[src/sv/gmpu_ram.sv]
module gmpu_ram #(
  parameter int WIDTH = 8,
  parameter int DEPTH = 2,
  localparam int AW = (DEPTH > 2) ? $clog2(DEPTH) : 1
) (
  input  logic             clk,
  input  logic             we,
  input  logic [AW-1:0]    waddr,
  input  logic [WIDTH-1:0] wdata,
  input  logic             re,
  input  logic [AW-1:0]    raddr,
  output logic [WIDTH-1:0] rdata
);

  logic [WIDTH-1:0] mem_r [DEPTH];
  logic [WIDTH-1:0] rdata_r;

  always_ff @(posedge clk) begin
    if (we) begin
      mem_r[waddr] <= wdata;
    end
    if (re) begin
      rdata_r <= mem_r[raddr];
    end
  end

  assign rdata = rdata_r;

endmodule

[config.mk]
export PLATFORM = sky130hd
export DESIGN_NAME = gmpu_ram
export DESIGN_NICKNAME = d
export VERILOG_FILES = /design/src/sv/gmpu_ram.sv
export SDC_FILE = /design/constraint.sdc
export NUM_CORES = 1
export LEC_CHECK = 0
export BUFFER_PORTS_ARGS = -buffer_cell sky130_fd_sc_hd__buf_4
export CAP_MARGIN = 0
export CORE_MARGIN = 5
export CORE_UTILIZATION = 53
export DETAILED_ROUTE_END_ITERATION = 7
export GPL_TIMING_DRIVEN = 0
export PLACE_DENSITY = 0.76
export SKIP_LAST_GASP = 1
export SYNTH_ARGS = -nofsm -noshare
export SYNTH_HDL_FRONTEND = slang
export SYNTH_SLANG_ARGS = --single-unit
[constraint.sdc]
create_clock -name clk -period 1.8 [get_ports clk]
set_input_delay 0.36 -clock clk [delete_from_list [all_inputs] [get_ports clk]]
set_output_delay 0.36 -clock clk [all_outputs]
set_load 0.1 [all_outputs]
## Word level (Yosys, flattened, before mapping)

Memory sizes are Yosys's and may differ from the RTL's. A register that Yosys moved wholly into a read port is not among the register bits.
Index checks and enable logic that the tools add are counted.
W data, S select, Z words.

- Flip-flop bits (word level): 0
- RAM bits: 16
- Output and inout port bits: 8
- Memories: 1

Memory list:

| name | words | width | read ports | clocked after memory_dff | wr ports | RTL line | text |
|---|---|---|---|---|---|---|---|
| mem_r | 2 | 8 | 1 | 1 | 1 | 15 | `logic [WIDTH-1:0] mem_r [DEPTH];` |

- Multiplexer cells: 2

Operator list:

| cell | count |
|---|---|
| $mux W1 | 2 |

## Longest topological paths before layout

- Word-level depth: 2
- Gate-level depth with buffers: 2
- Mapped depth without buffers: 1

## Worst setup path after synthesis

OpenSTA, ideal clock, no wires.

- Kind: reg-to-output
- Start point: register rdata_r[0] (netlist: rdata[0]) (read register of mem_r)
- End point: output port rdata[0]
- Data arrival time: 904 ps
- Data required time: 1,440 ps
- Path slack: 536 ps
- Cell stages (with the launch flop): 1
- Path through: edfxtp_1

RTL lines:

| item | RTL line | text |
|---|---|---|
| start: declaration | 16 | `logic [WIDTH-1:0] rdata_r;` |
| end: declaration | 12 | `output logic [WIDTH-1:0] rdata` |

No word-level cell between the ends.

## Worst setup path after layout

- Start point: register rdata_r[2] (netlist: rdata[2]) (read register of mem_r)
- End point: output port rdata[2]

No word-level cell between the ends.

==> flow_summary.json <==
{
  "post_cts_buffers": 0,
  "coreArea_um2": 1524,
  "drive_above_1_share_pct": 53.45,
  "wirelength_mm": 1.189,
  "yosysWarnings": 0,
  "io_pins": 21,
  "post-route-util_pct": 69.13,
  "crit_arrival_ps": 960,
  "cp_max_fo": 1,
  "worst-path-buf-inv": 1,
  "antenna_found_initial": 0,
  "grt_max_degree": 14,
  "drt_pass1_iterations": 2,
  "layout_common_cells": "edfxtp_1, buf_4, mux2_4",
  "syn_avg_cell_area_um2": 24.70,
  "rsz0062_at_grt": "false",
  "path_cells": "buf_4",
  "setup_viol_count_final": 0,
  "dieWidth_um": 50.39,
  "cp_top_family": "flip-flops",
  "gp_congestion": 0.6374,
  "cts_resized": 0,
  "grt_pass1_vias": 409,
  "worstRegToRegCells": 1,
  "ir_drop_uv": 637.7,
  "cp.depth": 1,
  "synth_area_leader_cell": "edfxtp_1",
  "final_cell_area_um2": 1054,
  "worst_slew_pin_slew_ps": 657.6,
  "cpMaxStageDelayCell": "edfxtp_1",
  "drtAntennaViolNets": 0,
  "area_growth_pct": 21.85,
  "min_to": "mem_r[0][6]",
  "start_util_pct": 56.73,
  "finalHoldViolCount": 0,
  "root_buffer": "clkbuf_4",
  "layout_commonest_cell": "edfxtp_1",
  "cp-end-kind": "output port",
  "cts_hold_buf": 0,
  "grt_pass1_wl_mm": 1.904,
  "hold_path_class": "in2reg",
  "power_density_nw_per_um2": 1029,
  "cts_buffers": 3,
  "period_share_pct": 73.16,
  "netlist_area_um2": 864.6,
  "slew_viol_final": 0,
  "diodes": 0,
  "rows": 14,
  "yosysSeqAreaShare_pct": 83.36,
  "maxCapViolCount": 0,
  "synth_top_area_share_pct": 83.36,
  "synth_area_leaders": "edfxtp_1, mux2_4, buf_6",
  "start_kind": "flip-flop",
  "path_class": "reg2out",
  "ys_seq_elements": 24,
  "vias": 385,
  "layout.nets": 72,
  "critPathMaxStageDelay_ps": 360,
  "place_inst": 70,
  "p_leak_nw": 0.4117,
  "setup-tns-final_ps": 0,
  "placedInstanceArea_um2": 1027,
  "fmax_ghz": 0.7594,
  "tritoncts": "done",
  "grt_use_total_pct": 10.84,
  "r2r-end": "rdata[7]",
  "grt_overflow": 0,
  "dieArea_um2": 2539,
  "cts-htree-levels": 1,
  "drt_iter0_drc": 5,
  "clk_pin_slew_ps": 120,
  "die_h_um": 50.39,
  "dp_hpwl_um": 940,
  "synth_cells": 35,
  "cts_buffer_depth": 2,
  "cp.required_ps": 1440,
  "r2r_start": "mem_r[1][7]",
  "timing.hold.worst.start": "wdata[6]",
  "route.detailed.drc": 0,
  "fin_crit_ps": 1317,
  "synth_nets": 48,
  "finalPower_w": 0.001084,
  "status": "completed",
  "clock_sink_count": 24,
  "routedWlPerCell_um": 16.07,
  "fin_cells": 74,
  "maxSlewHeadroom_pct": 56.07,
  "hold_depth": 1,
  "viasPerCell": 5.203,
  "yosys.cell_types.count": 5,
  "port_buffers": 19,
  "finClkSkew_ps": 2.599,
  "ff2ff_setup_slack_ps": 890,
  "worstSkewPairLatency_ps": 310
}
-- stage by stage --
stage	hold WS, ps	setup WS, ps
floorplan	458.9	536.0
global placement	531.3	487.1
detailed placement	537.6	405.4
CTS	219.8	466.4
global route	199.7	406.9
finish	226.4	483.1
-- synth_stat cells --
library cell  instances
buf_6                 1
and2_1                1
mux2_4                8
nor2b_1               1
edfxtp_1             24
-- logic make-up (layout without fill, tap and decap cells) --
family        after synthesis  after routing  synth area share (%)
flops                      24             24                 83.36
mux                         8              8                 13.89
simple gates                2              2                 1.448
buf+inv                     1             24                 1.302
-- routing by layer --
metal  part of all wire [%]  up-vias  GRT usage [%]  wire, um
li1                       -      184              -         -
met1                     36      180          11.07       423
met2                     53       19          18.62       629
met3                    9.1        2          4.142       108
met4                    2.3        0          6.383        27
met5                      0        -              0         0
-- final cells by class --
cell class                      instances  area, um^2
Multi-Input combinational cell         10       132.6
Timing Repair Buffer                   19       142.6
Clock buffer                            3       22.52
Fill cell                              99       470.5
Tap cell                               16       20.02
Buffer                                  1       11.26
Sequential cell                        24       720.7
Clock inverter                          1       3.754
-- power breakdown --
| group | total, W | internal, W | switching, W |
|---|---|---|---|
| logic | 0.000183 | 0.0000582 | 0.000124 |
| registers | 0.000671 | 0.000660 | 0.0000110 |
| clock network | 0.000231 | 0.0000811 | 0.000149 |
-- registers in the layout, summed over array words and instances (netlist names) --
signal / flops
mem_r: 16
rdata: 8
-- worst max path at each step --
stage / startpoint / to / slack, ps
after floorplan: rdata[0] / rdata[0] / 540
after global placement: waddr / mem_r[0][3] / 490
after detailed placement: waddr / mem_r[0][4] / 410
after CTS: rdata[0] / rdata[0] / 470
after global routing: rdata[0] / rdata[0] / 410
final: rdata[2] / rdata[2] / 480
Power figures use the tool's default switching activity.
